**src/sv/wpp_pkg.sv**
```systemverilog
// Shared constants, codes and control structures of the WAV PCM header parser.
package wpp_pkg;

    localparam int HEADER_BYTES = 44;
    localparam int IDX_W        = 6;
    localparam int DIV_W        = 33;
    localparam int DIV_CNT_W    = 6;
    localparam int PERIOD_W     = 20;
    localparam int OUT_DATA_W   = 136;
    localparam int OUT_USER_W   = 4;

    localparam logic [31:0] TAG_RIFF = 32'h5249_4646;
    localparam logic [31:0] TAG_WAVE = 32'h5741_5645;
    localparam logic [31:0] TAG_FMT  = 32'h666D_7420;
    localparam logic [31:0] TAG_DATA = 32'h6461_7461;

    localparam logic [IDX_W-1:0] IDX_FIRST   = 6'd4;
    localparam logic [IDX_W-1:0] IDX_WAVE    = 6'd11;
    localparam logic [IDX_W-1:0] IDX_FMT     = 6'd15;
    localparam logic [IDX_W-1:0] IDX_FORMAT  = 6'd20;
    localparam logic [IDX_W-1:0] IDX_CHAN    = 6'd22;
    localparam logic [IDX_W-1:0] IDX_RATE    = 6'd24;
    localparam logic [IDX_W-1:0] IDX_ALIGN   = 6'd32;
    localparam logic [IDX_W-1:0] IDX_BITS    = 6'd34;
    localparam logic [IDX_W-1:0] IDX_DATA    = 6'd39;
    localparam logic [IDX_W-1:0] IDX_SIZE    = 6'd40;
    localparam logic [IDX_W-1:0] IDX_LAST    = IDX_W'(HEADER_BYTES - 1);

    localparam logic [DIV_W-1:0] PERIOD_NUM = 33'd2000000;

    localparam logic [2:0] STAT_SCAN = 3'd0;
    localparam logic [2:0] STAT_HDR  = 3'd1;
    localparam logic [2:0] STAT_PCM  = 3'd2;
    localparam logic [2:0] STAT_PAST = 3'd3;
    localparam logic [2:0] STAT_REJ  = 3'd4;

    localparam logic [1:0] PH_SCAN = 2'd0;
    localparam logic [1:0] PH_HEAD = 2'd1;
    localparam logic [1:0] PH_DATA = 2'd2;
    localparam logic [1:0] PH_END  = 2'd3;

    typedef struct packed {
        logic step;
        logic load_step;
        logic div_start;
        logic div_blocks;
        logic cap_period;
        logic cap_total;
        logic load_hdr;
    } wpp_cmd_t;

    typedef struct packed {
        logic need_div;
        logic div_done;
    } wpp_sts_t;

endpackage

```
**src/sv/wpp_div.sv**
```systemverilog
// Iterative restoring divider, one quotient bit per cycle.
module wpp_div (
    input  logic                      clk,
    input  logic                      rst_n,
    input  logic                      start,
    input  logic [wpp_pkg::DIV_W-1:0] dividend,
    input  logic [wpp_pkg::DIV_W-1:0] divisor,
    output logic                      done,
    output logic [wpp_pkg::DIV_W-1:0] quotient
);
    import wpp_pkg::*;

    logic                 busy_reg, busy_next;
    logic                 done_reg, done_next;
    logic [DIV_CNT_W-1:0] cnt_reg, cnt_next;
    logic [DIV_W-1:0]     rem_reg, rem_next;
    logic [DIV_W-1:0]     quo_reg, quo_next;
    logic [DIV_W-1:0]     dvs_reg, dvs_next;
    logic [DIV_W:0]       rem_sh;
    logic [DIV_W+1:0]     diff;

    assign rem_sh = {rem_reg, quo_reg[DIV_W-1]};
    assign diff   = {1'b0, rem_sh} - {2'b00, dvs_reg};

    always_comb
    begin
        busy_next = busy_reg;
        done_next = 1'b0;
        cnt_next  = cnt_reg;
        rem_next  = rem_reg;
        quo_next  = quo_reg;
        dvs_next  = dvs_reg;
        if (start)
        begin
            busy_next = 1'b1;
            cnt_next  = DIV_CNT_W'(DIV_W);
            rem_next  = '0;
            quo_next  = dividend;
            dvs_next  = divisor;
        end
        else if (busy_reg)
        begin
            if (!diff[DIV_W+1])
            begin
                rem_next = diff[DIV_W-1:0];
                quo_next = {quo_reg[DIV_W-2:0], 1'b1};
            end
            else
            begin
                rem_next = rem_sh[DIV_W-1:0];
                quo_next = {quo_reg[DIV_W-2:0], 1'b0};
            end
            cnt_next = cnt_reg - DIV_CNT_W'(1);
            if (cnt_reg == DIV_CNT_W'(1))
            begin
                busy_next = 1'b0;
                done_next = 1'b1;
            end
        end
    end

    always_ff @(posedge clk or negedge rst_n)
    begin
        if (!rst_n)
        begin
            busy_reg <= 1'b0;
            done_reg <= 1'b0;
            cnt_reg  <= '0;
        end
        else
        begin
            busy_reg <= busy_next;
            done_reg <= done_next;
            cnt_reg  <= cnt_next;
        end
    end

    always_ff @(posedge clk)
    begin
        rem_reg <= rem_next;
        quo_reg <= quo_next;
        dvs_reg <= dvs_next;
    end

    assign done     = done_reg;
    assign quotient = quo_reg;

endmodule

```
**src/sv/wpp_dp.sv**
```systemverilog
// Datapath: header capture, block counting, divider and output word register.
module wpp_dp (
    input  logic                           clk,
    input  logic                           rst_n,
    input  wpp_pkg::wpp_cmd_t              cmd,
    output wpp_pkg::wpp_sts_t              sts,
    input  logic [7:0]                     data_byte,
    input  logic                           restart,
    output logic [wpp_pkg::OUT_DATA_W-1:0] out_data,
    output logic [wpp_pkg::OUT_USER_W-1:0] out_user,
    output logic                           out_last
);
    import wpp_pkg::*;

    logic [31:0]         win_reg, win_next, e_win;
    logic [1:0]          phase_reg, phase_next, e_phase;
    logic [IDX_W-1:0]    idx_reg, idx_next, e_idx;
    logic                tags_reg, tags_next, e_tags;
    logic [15:0]         fmt_reg, fmt_next, e_fmt;
    logic [15:0]         chan_reg, chan_next, e_chan;
    logic [31:0]         rate_reg, rate_next, e_rate;
    logic [15:0]         align_reg, align_next, e_align;
    logic [15:0]         bits_reg, bits_next, e_bits;
    logic [31:0]         size_reg, size_next, e_size;
    logic [PERIOD_W-1:0] period_reg, e_period;
    logic [31:0]         total_reg, e_total;
    logic [15:0]         bib_reg, bib_next, e_bib, bib_inc;
    logic [31:0]         bc_reg, bc_next, e_bc, bc_inc;
    logic [2:0]          stat_next;
    logic                bend_next, dend_next, hdr_ok;

    logic [2:0]          o_stat_reg, o_stat_next;
    logic                o_hv_reg, o_hv_next;
    logic [15:0]         o_chan_reg, o_chan_next;
    logic [15:0]         o_bits_reg, o_bits_next;
    logic [15:0]         o_align_reg, o_align_next;
    logic [PERIOD_W-1:0] o_period_reg, o_period_next;
    logic [31:0]         o_total_reg, o_total_next;
    logic [31:0]         o_done_reg, o_done_next;
    logic                o_bend_reg, o_bend_next;
    logic                o_dend_reg, o_dend_next;

    logic                div_done;
    logic [DIV_W-1:0]    div_a, div_b, div_q;

    assign e_win    = restart ? '0 : win_reg;
    assign e_phase  = restart ? PH_SCAN : phase_reg;
    assign e_idx    = restart ? '0 : idx_reg;
    assign e_tags   = restart ? 1'b1 : tags_reg;
    assign e_fmt    = restart ? '0 : fmt_reg;
    assign e_chan   = restart ? '0 : chan_reg;
    assign e_rate   = restart ? '0 : rate_reg;
    assign e_align  = restart ? '0 : align_reg;
    assign e_bits   = restart ? '0 : bits_reg;
    assign e_size   = restart ? '0 : size_reg;
    assign e_period = restart ? '0 : period_reg;
    assign e_total  = restart ? '0 : total_reg;
    assign e_bib    = restart ? '0 : bib_reg;
    assign e_bc     = restart ? '0 : bc_reg;
    assign bib_inc  = e_bib + 16'd1;
    assign bc_inc   = e_bc + 32'd1;

    always_comb
    begin
        win_next   = e_win;
        phase_next = e_phase;
        idx_next   = e_idx;
        tags_next  = e_tags;
        fmt_next   = e_fmt;
        chan_next  = e_chan;
        rate_next  = e_rate;
        align_next = e_align;
        bits_next  = e_bits;
        size_next  = e_size;
        bib_next   = e_bib;
        bc_next    = e_bc;
        stat_next  = STAT_SCAN;
        bend_next  = 1'b0;
        dend_next  = 1'b0;
        hdr_ok     = 1'b0;
        unique case (e_phase)
            PH_SCAN:
            begin
                win_next = {e_win[23:0], data_byte};
                if (win_next == TAG_RIFF)
                begin
                    phase_next = PH_HEAD;
                    idx_next   = IDX_FIRST;
                    tags_next  = 1'b1;
                    stat_next  = STAT_HDR;
                end
            end
            PH_HEAD:
            begin
                win_next  = {e_win[23:0], data_byte};
                stat_next = STAT_HDR;
                if (e_idx == IDX_WAVE && win_next != TAG_WAVE)
                    tags_next = 1'b0;
                if (e_idx == IDX_FMT && win_next != TAG_FMT)
                    tags_next = 1'b0;
                if (e_idx == IDX_DATA && win_next != TAG_DATA)
                    tags_next = 1'b0;
                if (e_idx[IDX_W-1:1] == IDX_FORMAT[IDX_W-1:1])
                    fmt_next[{e_idx[0], 3'b000} +: 8] = data_byte;
                if (e_idx[IDX_W-1:1] == IDX_CHAN[IDX_W-1:1])
                    chan_next[{e_idx[0], 3'b000} +: 8] = data_byte;
                if (e_idx[IDX_W-1:2] == IDX_RATE[IDX_W-1:2])
                    rate_next[{e_idx[1:0], 3'b000} +: 8] = data_byte;
                if (e_idx[IDX_W-1:1] == IDX_ALIGN[IDX_W-1:1])
                    align_next[{e_idx[0], 3'b000} +: 8] = data_byte;
                if (e_idx[IDX_W-1:1] == IDX_BITS[IDX_W-1:1])
                    bits_next[{e_idx[0], 3'b000} +: 8] = data_byte;
                if (e_idx[IDX_W-1:2] == IDX_SIZE[IDX_W-1:2])
                    size_next[{e_idx[1:0], 3'b000} +: 8] = data_byte;
                if (e_idx >= IDX_LAST)
                begin
                    if (e_tags && e_fmt == 16'd1 && e_rate != '0 && e_align != '0)
                    begin
                        hdr_ok     = 1'b1;
                        phase_next = PH_DATA;
                        bib_next   = '0;
                        bc_next    = '0;
                    end
                    else
                    begin
                        stat_next  = STAT_REJ;
                        phase_next = PH_SCAN;
                        win_next   = '0;
                        idx_next   = '0;
                        tags_next  = 1'b1;
                    end
                end
                else
                    idx_next = e_idx + IDX_W'(1);
            end
            PH_DATA:
            begin
                stat_next = STAT_PCM;
                bib_next  = bib_inc;
                if (bib_inc >= e_align)
                begin
                    bib_next  = '0;
                    bend_next = 1'b1;
                    bc_next   = bc_inc;
                    if (bc_inc >= e_total)
                    begin
                        bc_next    = e_total;
                        dend_next  = 1'b1;
                        phase_next = PH_END;
                    end
                end
            end
            PH_END:
            begin
                stat_next = STAT_PAST;
            end
            default:
            begin
                stat_next = STAT_SCAN;
            end
        endcase
    end

    always_comb
    begin
        if (cmd.load_hdr)
        begin
            o_stat_next   = STAT_HDR;
            o_hv_next     = 1'b1;
            o_chan_next   = chan_reg;
            o_bits_next   = bits_reg;
            o_align_next  = align_reg;
            o_period_next = period_reg;
            o_total_next  = total_reg;
            o_done_next   = bc_reg;
            o_bend_next   = 1'b0;
            o_dend_next   = 1'b0;
        end
        else
        begin
            o_stat_next   = stat_next;
            o_hv_next     = (phase_next == PH_DATA || phase_next == PH_END);
            o_chan_next   = o_hv_next ? chan_next : '0;
            o_bits_next   = o_hv_next ? bits_next : '0;
            o_align_next  = o_hv_next ? align_next : '0;
            o_period_next = o_hv_next ? e_period : '0;
            o_total_next  = o_hv_next ? e_total : '0;
            o_done_next   = bc_next;
            o_bend_next   = bend_next;
            o_dend_next   = dend_next;
        end
    end

    assign div_a = cmd.div_blocks ? {1'b0, size_reg} : PERIOD_NUM + {1'b0, rate_reg};
    assign div_b = cmd.div_blocks ? {{(DIV_W-16){1'b0}}, align_reg} : {rate_reg, 1'b0};

    wpp_div u_div (
        .clk      (clk),
        .rst_n    (rst_n),
        .start    (cmd.div_start),
        .dividend (div_a),
        .divisor  (div_b),
        .done     (div_done),
        .quotient (div_q)
    );

    always_ff @(posedge clk or negedge rst_n)
    begin
        if (!rst_n)
        begin
            win_reg    <= '0;
            phase_reg  <= PH_SCAN;
            idx_reg    <= '0;
            tags_reg   <= 1'b1;
            fmt_reg    <= '0;
            chan_reg   <= '0;
            rate_reg   <= '0;
            align_reg  <= '0;
            bits_reg   <= '0;
            size_reg   <= '0;
            period_reg <= '0;
            total_reg  <= '0;
            bib_reg    <= '0;
            bc_reg     <= '0;
        end
        else if (cmd.step)
        begin
            win_reg    <= win_next;
            phase_reg  <= phase_next;
            idx_reg    <= idx_next;
            tags_reg   <= tags_next;
            fmt_reg    <= fmt_next;
            chan_reg   <= chan_next;
            rate_reg   <= rate_next;
            align_reg  <= align_next;
            bits_reg   <= bits_next;
            size_reg   <= size_next;
            period_reg <= e_period;
            total_reg  <= e_total;
            bib_reg    <= bib_next;
            bc_reg     <= bc_next;
        end
        else if (cmd.cap_period)
            period_reg <= div_q[PERIOD_W-1:0];
        else if (cmd.cap_total)
        begin
            total_reg <= div_q[31:0];
            phase_reg <= (div_q[31:0] == '0) ? PH_END : PH_DATA;
        end
    end

    always_ff @(posedge clk)
    begin
        if (cmd.load_step || cmd.load_hdr)
        begin
            o_stat_reg   <= o_stat_next;
            o_hv_reg     <= o_hv_next;
            o_chan_reg   <= o_chan_next;
            o_bits_reg   <= o_bits_next;
            o_align_reg  <= o_align_next;
            o_period_reg <= o_period_next;
            o_total_reg  <= o_total_next;
            o_done_reg   <= o_done_next;
            o_bend_reg   <= o_bend_next;
            o_dend_reg   <= o_dend_next;
        end
    end

    assign sts.need_div = hdr_ok;
    assign sts.div_done = div_done;

    assign out_data = {3'b000, o_bend_reg, o_done_reg, o_total_reg, o_period_reg,
                       o_align_reg, o_bits_reg, o_chan_reg};
    assign out_user = {o_hv_reg, o_stat_reg};
    assign out_last = o_dend_reg;

endmodule

```
**src/sv/wpp_ctrl.sv**
```systemverilog
// Controller: stream handshake, output valid and division sequencing.
module wpp_ctrl (
    input  logic              clk,
    input  logic              rst_n,
    input  logic              s_tvalid,
    output logic              s_tready,
    output logic              m_tvalid,
    input  logic              m_tready,
    input  wpp_pkg::wpp_sts_t sts,
    output wpp_pkg::wpp_cmd_t cmd
);
    import wpp_pkg::*;

    localparam logic [1:0] ST_RUN  = 2'd0;
    localparam logic [1:0] ST_DIVP = 2'd1;
    localparam logic [1:0] ST_DIVB = 2'd2;
    localparam logic [1:0] ST_LOAD = 2'd3;

    logic [1:0] state_reg, state_next;
    logic       mv_reg, mv_next;
    logic       out_free, acc;

    assign out_free = !mv_reg || m_tready;
    assign s_tready = (state_reg == ST_RUN) && out_free;
    assign acc      = s_tvalid && s_tready;

    always_comb
    begin
        cmd            = '0;
        state_next     = state_reg;
        cmd.step       = acc;
        cmd.div_blocks = (state_reg == ST_DIVP);
        unique case (state_reg)
            ST_RUN:
            begin
                if (acc && sts.need_div)
                begin
                    cmd.div_start = 1'b1;
                    state_next    = ST_DIVP;
                end
                else
                    cmd.load_step = acc;
            end
            ST_DIVP:
            begin
                if (sts.div_done)
                begin
                    cmd.cap_period = 1'b1;
                    cmd.div_start  = 1'b1;
                    state_next     = ST_DIVB;
                end
            end
            ST_DIVB:
            begin
                if (sts.div_done)
                begin
                    cmd.cap_total = 1'b1;
                    state_next    = ST_LOAD;
                end
            end
            ST_LOAD:
            begin
                if (out_free)
                begin
                    cmd.load_hdr = 1'b1;
                    state_next   = ST_RUN;
                end
            end
            default:
            begin
                state_next = ST_RUN;
            end
        endcase
        mv_next = (cmd.load_step || cmd.load_hdr) ? 1'b1 : (m_tready ? 1'b0 : mv_reg);
    end

    always_ff @(posedge clk or negedge rst_n)
    begin
        if (!rst_n)
        begin
            state_reg <= ST_RUN;
            mv_reg    <= 1'b0;
        end
        else
        begin
            state_reg <= state_next;
            mv_reg    <= mv_next;
        end
    end

    assign m_tvalid = mv_reg;

endmodule

```
**src/sv/wav_pcm_header_parser_unit.sv**
```systemverilog
// Top level of the WAV PCM header parser: controller, datapath and checks.
// Input stream: one file byte per word on s_tdata; s_tuser high restarts the
// parse (all state cleared) before that byte is taken.
// Output stream: one word per input byte. m_tuser carries the status code and
// the header-valid flag, m_tdata the accepted header values, the block count
// and the block-end flag, m_tlast marks the byte that completes the last block.
// The output word is registered and valid in the cycle after its byte is taken;
// one byte per cycle while not stalled. The last byte of an accepted header
// starts two divisions on a shared one-bit-per-cycle divider (33 steps each):
// that byte's output word appears after both; s_tready stays low meanwhile.
// Reset clears all parser state and empties the output register.
// A stalled receiver holds the output word; the parser keeps s_tready high
// only while its output register is empty or being taken.
module wav_pcm_header_parser_unit (
    input  logic                           clk,
    input  logic                           rst_n,
    input  logic                           s_tvalid,
    output logic                           s_tready,
    input  logic [7:0]                     s_tdata,  // data_byte
    input  logic                           s_tuser,  // restart
    output logic                           m_tvalid,
    input  logic                           m_tready,
    // channels, sample_bits, block_bytes, sample_period_us, total_blocks,
    // blocks_done, block_end, zero fill
    output logic [wpp_pkg::OUT_DATA_W-1:0] m_tdata,
    output logic [wpp_pkg::OUT_USER_W-1:0] m_tuser,  // status, header_valid
    output logic                           m_tlast   // data_end
);
    import wpp_pkg::*;

    wpp_cmd_t cmd;
    wpp_sts_t sts;

    wpp_ctrl u_ctrl (
        .clk      (clk),
        .rst_n    (rst_n),
        .s_tvalid (s_tvalid),
        .s_tready (s_tready),
        .m_tvalid (m_tvalid),
        .m_tready (m_tready),
        .sts      (sts),
        .cmd      (cmd)
    );

    wpp_dp u_dp (
        .clk       (clk),
        .rst_n     (rst_n),
        .cmd       (cmd),
        .sts       (sts),
        .data_byte (s_tdata),
        .restart   (s_tuser),
        .out_data  (m_tdata),
        .out_user  (m_tuser),
        .out_last  (m_tlast)
    );

`ifndef SYNTHESIS
    a_last_ends_block: assert property (@(posedge clk) disable iff (!rst_n)
        m_tvalid && m_tlast |-> m_tdata[132])
        else $error("data end without block end");

    a_fields_zero: assert property (@(posedge clk) disable iff (!rst_n)
        m_tvalid && !m_tuser[3] |-> m_tdata[99:0] == '0)
        else $error("header fields set without valid header");

    a_done_le_total: assert property (@(posedge clk) disable iff (!rst_n)
        m_tvalid && m_tuser[3] |-> m_tdata[131:100] <= m_tdata[99:68])
        else $error("block count beyond total");

    a_reject_invalid: assert property (@(posedge clk) disable iff (!rst_n)
        m_tvalid && m_tuser[2:0] == STAT_REJ |-> !m_tuser[3])
        else $error("rejected header flagged valid");
`endif

endmodule
```
**config.mk**
```make
export PLATFORM = sky130hd
export DESIGN_NAME = wav_pcm_header_parser_unit
export DESIGN_NICKNAME = d
export VERILOG_FILES = /design/src/sv/wpp_pkg.sv /design/src/sv/wpp_div.sv /design/src/sv/wpp_dp.sv /design/src/sv/wpp_ctrl.sv /design/src/sv/wav_pcm_header_parser_unit.sv
export SDC_FILE = /design/constraint.sdc
export NUM_CORES = 1
export LEC_CHECK = 0
export BUFFER_PORTS_ARGS = -buffer_cell sky130_fd_sc_hd__clkbuf_2
export CORE_UTILIZATION = 45
export DETAILED_ROUTE_END_ITERATION = 7
export REMOVE_ABC_BUFFERS = 1
export SETUP_SLACK_MARGIN = 0.5
export SLEW_MARGIN = 20
export SYNTH_ARGS = -nofsm -noshare
export SYNTH_HDL_FRONTEND = slang
export SYNTH_HIERARCHICAL = 1
export SYNTH_SLANG_ARGS = --single-unit
```
**constraint.sdc**
```tcl
create_clock -name clk -period 5.2 [get_ports clk]
set_clock_uncertainty 0.1 [all_clocks]
set_input_delay 0.52 -clock clk [delete_from_list [all_inputs] [get_ports clk]]
set_output_delay 0.52 -clock clk [all_outputs]
set_load 0.01 [all_outputs]
```
==> flow_metrics.tcl, run 1 <==
set metrics [dict create \
    max_slew.worst_pin.slew_ps 1010 \
    max_freq_mhz 226 \
    ys_ff_latch 509 \
    hold_path.class "input pin to flop" \
    final-hold-violation-count 0 \
    utilization_pct 51.8 \
    dp_slack_ps -109 \
    end_kind "flop" \
    grt_util_all_layers_pct 26.0 \
    p_clk_share_pct 45.2 \
    dp.cells 3407 \
    slew_headroom_pct 32.6 \
    synthArstFlopShare_pct 53.4 \
    diodes 0 \
    ys_types 113 \
    wirelength_microns 79700 \
    num_vias 21000 \
    syn2layout_area_growth_pct 13.8 \
    rows 89 \
    dieHeight_microns 246 \
    drv_cap 0 \
    clk_pin_slew_ps 60 \
    yosysWarnings 6 \
    ant_nets 0 \
    synth_top_area_cell "dfrtp_1" \
    insertion_delay_ps 630 \
    synth-main-ff-cell "dfrtp_1" \
    io_buffers 152 \
    ir_worst_vdd_mv 0.261 \
    cp_data_required_time_ps 5480 \
    grt_overflow 0 \
    drv_slew 0 \
    nNetsFinal 2816 \
    rsz0062_at_grt "false" \
    coreArea_sq_mm 0.0589 \
    cts_inserted_buffers 55 \
    finalNonFillerCells 3522 \
    worstSetupPathType "flop to flop" \
    seqPwrFrac_pct 49.2 \
    syn_avg_cell_area_sq_um 10.4 \
    start_util_pct 45.5 \
    power_frac_comb_pct 5.6 \
    synthCells 2565 \
    root_buffer "clkbuf_16" \
    die_area_sq_mm 0.0605 \
    vias_per_cell 5.96 \
    power.internal_mw 6.68 \
    fin_ws_ps 770 \
    crit_arrival_ps 4710 \
    setup_viol 0 \
    gp_congestion 0.939 \
    antenna_found_initial 0 \
    hold_slack_ps 131 \
    leakage_nw 12.6 \
    clock-sinks 509 \
    ys_top_cells_by_area "dfrtp_1 (25%), edfxtp_1 (23%), a22o_1 (7.9%), nand2_1 (5.3%), ha_1 (4.7%)" \
    die_w_microns 246 \
    tns_ps 0 \
    wire_per_inst_microns 22.6 \
    dp_hpwl_microns 54200 \
    yosysSeqAreaShare_pct 50.7 \
    drive_gt1_share_pct 16.0 \
    grt_start_max_net_pins 133 \
    grt_pass1_vias 20700 \
    ios 156 \
    dr.pass1.iters 5 \
    synth_top_area_share_pct 25.3 \
    cts_tree "done" \
    swShare_pct 23.7 \
    drt-initial-drc-count 2087 \
    clock_path_buffers 3 \
    final.period_utilization_pct 85.2 \
    synth_edf_count 204 \
    synth_area_sq_mm 0.0268 \
    crit_fanout 9 \
    p_per_area_mw_per_mm2 287 \
    grt_pass1_wl_microns 122000 \
    critPathLaunchType "flop" \
    period_minus_slack_ps 4430 \
    power_switching_mw 2.07 \
    drc 0 \
    status "complete, no violations" \
    htree_levels 2 \
]
power groups by stage:
| stage | clock network, mW | logic [mW] | registers, mW |
|---|---|---|---|
| after floorplan | 0 | 0.186 | 4.39 |
| after global placement | 0 | 0.471 | 4.38 |
| after detailed placement | 0 | 0.475 | 4.38 |
| after CTS | 4.04 | 0.477 | 4.30 |
| after global routing | 4.20 | 0.526 | 4.31 |
| final | 3.96 | 0.489 | 4.31 |
routing by layer:
metal | GRT usage [%] | wire length, microns
met1 | 36.1 | 34900
met2 | 42.2 | 37800
met3 | 2.84 | 4550
met4 | 8.79 | 2370
met5 | 0 | 0
final timing paths:
check	depth (start not counted)	slack, ps	endpoint	startpoint
max in group asynchronous	3	3270	u_dp/total_reg[8]$_DFFE_PN0P_	rst_n
worst min register to register	2	400	u_dp/u_div/rem_reg[32]$_SDFFE_PP0P_	u_dp/u_div/rem_reg[32]$_SDFFE_PP0P_
worst max-delay path	17	770	u_dp/o_done_reg[28]$_DFFE_PP_	u_dp/bib_reg[0]$_DFFE_PN0P_
min in group asynchronous	2	330	u_dp/total_reg[16]$_DFFE_PN0P_	rst_n
worst max register to register	17	770	u_dp/o_done_reg[28]$_DFFE_PP_	u_dp/bib_reg[0]$_DFFE_PN0P_
worst min-delay path	3	130	u_ctrl/m_tvalid$_DFFE_PN0P_	s_tvalid
what timing repair did:
action                                  CTS  global route
endpoints found under the setup margin   20            55
gates cloned                              0             1
hold buffers                              1             0
setup buffers                             0             9
resized for setup                         6            14
pin swaps                                 0             7
hold endpoints to repair                 77             0
synth_stat cells (all sizes together) (10+ instances only):
cell    count
o211ai     14
xor2       44
a211oi     15
nand2b     23
nand4      39
a22o      241
xnor2      43
and3       10
edfxtp    204
nor3       36
nor2b      91
a21oi      77
a31oi      31
nor2      158
and2       14
a311oi     23
a21o       21
or3        11
nand2     380
dfxtp      33
dfrtp     271
buf        50
clkbuf    104
inv        77
mux2       53
nand3      49
o21ai     151
o31ai      14
nor4       53
ha        100
metrics by stage:
| step | instance area (sq um) | power, mW |
|---|---|---|
| global placement | 28500 | 4.85 |
| floorplan | 26100 | 4.58 |
| finish | 30500 | 8.75 |
| CTS | 30300 | 8.82 |
| global route | 30500 | 9.03 |
| detailed placement | 28500 | 4.86 |
kinds of logic (layout without fill, tap and decap cells):
family          count (synthesis)  count (layout)  share of synthesized area [%]
fa+ha+maj                     101             101                           4.74
compound gates                665             666                           18.8
xor+xnor                       87              87                           2.84
other cells                     1               3                         0.0140
flops                         509             509                           50.7
buf+inv                       231             412                           3.66
simple gates                  910             910                           16.6
mux                            61              61                           2.55
worst max-delay path, stage by stage, from the launching register on:
cell and delay, ps:
dfrtp_1 380, nor2b_1 280, ha_1 270, nand3_1 90, nor2_1 280, and3_1 330, nand2_1 90, xor2_1 140
nor2_1 150, ha_1 290, nand4_1 160, nor4_1 80, a32oi_1 440, and2_1 320, buf_4 230, nor2_1 50
a221oi_1 400, o31ai_1 110
final cells by class:
type | count | area, sq um
clock buffers | 83 | 1610
clock inverters | 21 | 223
fillers | 5296 | 28400
inverters | 77 | 292
multi-input cells | 1828 | 12300
flip-flops and latches | 509 | 13600
well taps | 773 | 967
repair buffers | 231 | 1460
placed cells by master (no fill, tap or decap), types with 43 or more instances in the layout:
cell / Yosys / layout
nand2_1: 379 / 378
dfrtp_1: 271 / 270
a22o_1: 241 / 241
edfxtp_1: 204 / 204
nor2_1: 158 / 154
clkbuf_2: 1 / 150
o21ai_0: 138 / 137
ha_1: 100 / 98
nor2b_1: 91 / 91
inv_1: 76 / 74
a21oi_1: 74 / 73
buf_4: 16 / 70
clkbuf_16: 0 / 56
mux2_2: 50 / 50
nand3_1: 48 / 48
nor4_1: 50 / 48
xor2_1: 44 / 44
xnor2_1: 43 / 43
Power figures use the tool's default switching activity.
==> inputs of run 2 (changes only) <==
- CAP_MARGIN: unset -> 15
- clock period: 5.2 -> 4.5 ns (I/O delays scaled with it)
==> run 2 against run 1 <==
Effect of this change:
- final cell count grew 3.6%
- critical path depth grew 3
- sequential share of layout area shrank 2.4 points
- first-iteration DRC count shrank 21%
- highest routed layer unchanged
- non-clock buffer count grew 126
- critical path type unchanged
- largest cell class unchanged
- global-route usage grew 0.92 points
- critical endpoint is now u_dp/o_done_reg[21]$_DFFE_PP_
- final area grew 5.7%
- flip-flop and latch count is the same
- utilization grew 2.9 points
- routed wire length grew 3.5%
==> flow_metrics.tcl, run 2 (synthesis gave the netlist of run 1 again) <==
set metrics [dict create \
    status "complete, no violations" \
    root_buffer "clkbuf_16" \
    setup_viol 0 \
    coreArea_sq_mm 0.0589 \
    period_minus_slack_ps 4150 \
    drive_gt1_share_pct 21.8 \
    ant_nets 0 \
    rr_startpoint "u_dp/bc_reg[1]$_DFFE_PN0P_" \
    drv_cap 0 \
    antenna_found_initial 0 \
    multi_input_area_sq_mm 0.0128 \
    critPathLaunchType "flop" \
    max_slew.worst_pin.slew_ps 988 \
    clock-sinks 509 \
    wire_per_inst_microns 22.6 \
    grt_pass1_vias 21400 \
    finalNonFillerCells 3649 \
    drc 0 \
    drv_slew 0 \
    leakage_nw 13.2 \
    diodes 0 \
    tns_ps 0 \
    hold_slack_ps 46.6 \
    placed_cell_area_sq_mm 0.0293 \
    worstSetupPathType "flop to flop" \
    insertion_delay_ps 630 \
    final.period_utilization_pct 92.2 \
    cp_data_required_time_ps 4770 \
    layout_common_cells "nand2_1 (375), dfrtp_1 (267), a22o_1 (241)" \
    vias_per_cell 5.94 \
    end_kind "flop" \
    grt_pass1_wl_microns 125000 \
    clock_path_buffers 3 \
    io_buffers 152 \
    ios 156 \
    dp_hpwl_microns 55800 \
    cts_inserted_buffers 56 \
    rows 89 \
    htree_levels 2 \
    drt-initial-drc-count 1653 \
    clk_pin_slew_ps 60 \
    start_util_pct 45.5 \
    final_area_sq_mm 0.0322 \
    die_w_microns 246 \
    num_vias 21700 \
    min_from "s_tvalid" \
    crit_arrival_ps 4420 \
    final-hold-violation-count 0 \
    rsz0062_at_grt "true" \
    grt_start_max_net_pins 107 \
    nNetsFinal 2942 \
    hold_path.class "input pin to flop" \
    dieHeight_microns 246 \
    ff_latch_area_sq_mm 0.0136 \
    gp_congestion 0.881 \
    grt_overflow 0 \
    grt_util_all_layers_pct 26.9 \
    cp-startpoint "u_dp/bc_reg[1]$_DFFE_PN0P_" \
    nFillCells 5105 \
    cts_tree "done" \
    dr.pass1.iters 6 \
    utilization_pct 54.7 \
    ir_worst_vdd_mv 0.300 \
    max_freq_mhz 241 \
    slew_headroom_pct 34.1 \
    wirelength_microns 82400 \
    crit_fanout 7 \
    dp.cells 3505 \
    syn2layout_area_growth_pct 20.3 \
    final_common_cell "nand2_1" \
    die_area_sq_mm 0.0605 \
    p_per_area_mw_per_mm2 320 \
]
==> run 2: cell types whose count changed in the layout (fill, tap and decap cells not counted), moves of 11 or more <==
| cell | change |
|---|---|
| buf_4 | +99 |
| o21ai_1 | +34 |
| nor4_4 | +11 |
| o21ai_0 | -35 |
| buf_12 | +12 |
| buf_6 | +11 |
| nor4_1 | -12 |
==> run 2: layout make-up <==
cell class / count / share of cell area [%]
clock buffers: 82 / 5.24
inverters: 77 / 0.905
repair buffers: 357 / 8.21
multi-input cells: 1827 / 39.7
well taps: 773 / 3.00
clock inverters: 24 / 0.788
flip-flops and latches: 509 / 42.2
==> run 2: path summary, 6_finish.rpt <==
check                                           endpoint  slack (ps)  cells past startpoint
max in group asynchronous  u_dp/bits_reg[12]$_DFFE_PN0P_        2860                      3
min reg2reg                u_dp/size_reg[26]$_DFFE_PN0P_         390                      2
min in group asynchronous    u_dp/bc_reg[19]$_DFFE_PN0P_         420                      2
max                        u_dp/o_done_reg[21]$_DFFE_PP_         350                     20
max reg2reg                u_dp/o_done_reg[21]$_DFFE_PP_         350                     20
min                          u_ctrl/m_tvalid$_DFFE_PN0P_          50                      3
==> run 2: layer usage <==
| metal | share of wire, % | global-route usage [%] | routed length [microns] | up-vias |
|---|---|---|---|---|
| met3 | 5.2 | 3.92 | 4260 | 165 |
| met5 | 0 | 0 | 0 | - |
| li1 | - | - | - | 10000 |
| met1 | 44 | 36.0 | 36000 | 10800 |
| met2 | 48 | 44.5 | 39300 | 711 |
| met4 | 3.4 | 9.32 | 2810 | 0 |
==> run 2: repair_timing <==
item	4_1_cts	5_1_grt
endpoints found under the setup margin	68	220
buffers inserted	15	18
hold buffers	1	0
cloned	2	2
pin swaps	16	47
endpoints found under the hold margin	103	0
gates resized for setup	35	127
==> run 2: worst max-delay path: stages (launching register included) <==
cell      delay [ps]
dfrtp_1          360
nor2b_4          180
ha_4             160
nand2b_4          60
nor4_4           260
buf_6            180
buf_4            120
nand4_1          140
xor2_2           240
nor2_1            70
ha_1             330
nand4_1          150
nor3_2           220
nand2_1          140
a41oi_4          300
buf_6            190
buf_6            120
buf_12           140
nor4_1            60
a31oi_1          260
o21ai_1           90
==> run 2: through the flow <==
stage / setup WS, ps / total power [mW]
floorplan: -2510 / 5.29
global placement: -405 / 5.64
detailed placement: -495 / 5.65
CTS: 442 / 10.4
global route: 171 / 10.6
finish: 351 / 10.3
==> run 2: power breakdown <==
part           switching [mW]  leakage, nW  internal [mW]  total [mW]
clock                    1.99        0.947           2.74        4.74
sequential             0.0647         5.96           4.91        4.98
combinational           0.422         6.34          0.169       0.591
==> inputs of run 3 (changes only) <==
- PLACE_DENSITY_LB_ADDON: unset -> 0.1
==> run 3 against run 2 <==
Effect of this change:
- final area is 1.1% lower
- critical path type unchanged
- count of clock-buffer cells in the layout decreased by 9
- power grew 0.80%
- worst hold slack gained 27 ps
- first-iteration DRC count increased by 12%
- non-clock buffer count down 16
- critical path depth fell by 5
- largest power group unchanged
==> flow_metrics.tcl, run 3 (synthesis gave the netlist of run 1 again) <==
set metrics [dict create \
    nNetsFinal 2927 \
    worst-path-stages 15 \
    status "complete, no violations" \
    insertion_delay_ps 640 \
    setup_viol 0 \
    drive_gt1_share_pct 20.4 \
    ant_nets 0 \
    final_area_sq_mm 0.0319 \
    start_util_pct 45.5 \
    wire_per_inst_microns 22.7 \
    clk_pin_slew_ps 60 \
    rsz0062_at_grt "true" \
    grt_pass1_vias 21400 \
    tns_ps 0 \
    crit_fanout 7 \
    slew_headroom_pct 35.5 \
    leakage_nw 13.2 \
    die_w_microns 246 \
    crit_arrival_ps 4300 \
    utilization_pct 54.1 \
    period_minus_slack_ps 4000 \
    critPathLaunchType "flop" \
    dp_slack_ps -418 \
    grt_pass1_wl_microns 126000 \
    vias_per_cell 5.95 \
    cp_data_required_time_ps 4800 \
    final_common_cell "nand2_1" \
    grt_start_max_net_pins 107 \
    r2r_slack_ps 500 \
    cts_inserted_buffers 57 \
    clock_path_buffers 3 \
    num_vias 21600 \
    antenna_found_initial 0 \
    dp.cells 3498 \
    drv_cap 0 \
    ios 156 \
    cpPeakStageDelay_ps 360 \
    wirelength_microns 82700 \
    worstSetupPathType "flop to flop" \
    final-hold-violation-count 0 \
    layout_common_cells "nand2_1 (377), dfrtp_1 (268), a22o_1 (241)" \
    cp_top_family "simple AND/OR/NAND/NOR gates" \
    hold_slack_ps 73.9 \
    max_slew.worst_pin.slew_ps 968 \
    syn2layout_area_growth_pct 18.9 \
    dieHeight_microns 246 \
    ir_worst_vdd_mv 0.355 \
    fin_ws_ps 502 \
    drv_slew 0 \
    grt_overflow 0 \
    drc 0 \
    reg2reg_depth 15 \
    cts_tree "done" \
    drt-initial-drc-count 1856 \
    total_power_mw 10.4 \
    die_area_sq_mm 0.0605 \
    placed_cell_area_sq_mm 0.0293 \
    htree_levels 2 \
    gp_congestion 0.911 \
    rows 89 \
    grt_util_all_layers_pct 27.1 \
    end_kind "flop" \
    max_freq_mhz 250 \
    finalNonFillerCells 3635 \
    path_common_cell "nand4_1" \
    dr.pass1.iters 5 \
    nFillCells 5153 \
    final.period_utilization_pct 88.9 \
    p_per_area_mw_per_mm2 326 \
    critPathSlowestCell "nor4_2" \
    clock-sinks 509 \
    diodes 0 \
    hold_path.class "input pin to flop" \
    dp_hpwl_microns 57100 \
    hold_depth 3 \
    critPathBufInv 1 \
    root_buffer "clkbuf_16" \
    coreArea_sq_mm 0.0589 \
    io_buffers 152 \
    crit_chain "nor2b_4 > ha_4 > nand2b_4 > nor4_4 > buf_6 > nand4_1 > xnor2_2 > ha_1 > nand4_1 > nor4_2 > nand2_1 > a41oi_4 > or2_4 > mux2_4 > a22o_1" \
]
run 3: cell count changes in the layout (fill, tap and decap cells not counted), moves of 5 or more:
cell      previous run  this run
buf_6               13         6
o21ai_1             46        35
buf_4              169       159
a31oi_2              7         0
nor4_1              36        44
clkinv_1             1         7
clkbuf_8            10         5
o21ai_0            102       113
nor4_4              14         3
run 3: worst paths after layout:
check                                                    from                                  to
max                                u_dp/bc_reg[1]$_DFFE_PN0P_       u_dp/o_done_reg[29]$_DFFE_PP_
min                                                  m_tready         u_ctrl/m_tvalid$_DFFE_PN0P_
max reg2reg                        u_dp/bc_reg[1]$_DFFE_PN0P_       u_dp/o_done_reg[29]$_DFFE_PP_
min reg2reg                u_dp/u_div/rem_reg[2]$_SDFFE_PP0P_  u_dp/u_div/rem_reg[2]$_SDFFE_PP0P_
max in group asynchronous                               rst_n         u_dp/bc_reg[14]$_DFFE_PN0P_
min in group asynchronous                               rst_n        u_dp/fmt_reg[13]$_DFFE_PN0P_
run 3: final cells by class:
class	instances	area, sq um	share of cell area [%]
clock buffers	73	1580	4.95
clock inverters	35	367	1.15
inverters	77	292	0.914
multi-input cells	1827	12600	39.5
flip-flops and latches	509	13600	42.7
well taps	773	967	3.03
repair buffers	341	2500	7.83
run 3: per-layer routing:
| metal | wire [microns] | part of all wire (%) | track usage [%] | up-vias |
|---|---|---|---|---|
| met1 | 36200 | 44 | 36.9 | 10900 |
| met2 | 40000 | 48 | 44.3 | 656 |
| li1 | - | - | - | 9967 |
| met3 | 4010 | 4.9 | 3.02 | 135 |
| met5 | 0 | 0 | 0 | - |
| met4 | 2510 | 3.0 | 10.0 | 0 |
run 3: power breakdown:
part / internal (mW) / leakage, nW / switching (mW)
sequential: 4.91 / 5.96 / 0.0680
clock: 2.79 / 0.959 / 2.02
combinational: 0.176 / 6.23 / 0.420
total: 7.87 / 13.2 / 2.51
run 3: repair_timing:
| item | 4_1_cts | 5_1_grt |
|---|---|---|
| setup endpoints to repair | 66 | 74 |
| hold buffers | 2 | 0 |
| pin swaps | 12 | 41 |
| cloned | 0 | 1 |
| endpoints found under the hold margin | 103 | 0 |
| gates resized for setup | 17 | 83 |
| buffers inserted | 10 | 16 |
run 3: worst reg2reg max path, cell delays in order, from the launching register on:
cell and delay, ps:
dfrtp_1 350, nor2b_4 170, ha_4 160, nand2b_4 60
nor4_4 290, buf_6 200, nand4_1 180, xnor2_2 200
ha_1 280, nand4_1 190, nor4_2 370, nand2_1 180
a41oi_4 230, or2_4 260, mux2_4 330, a22o_1 210
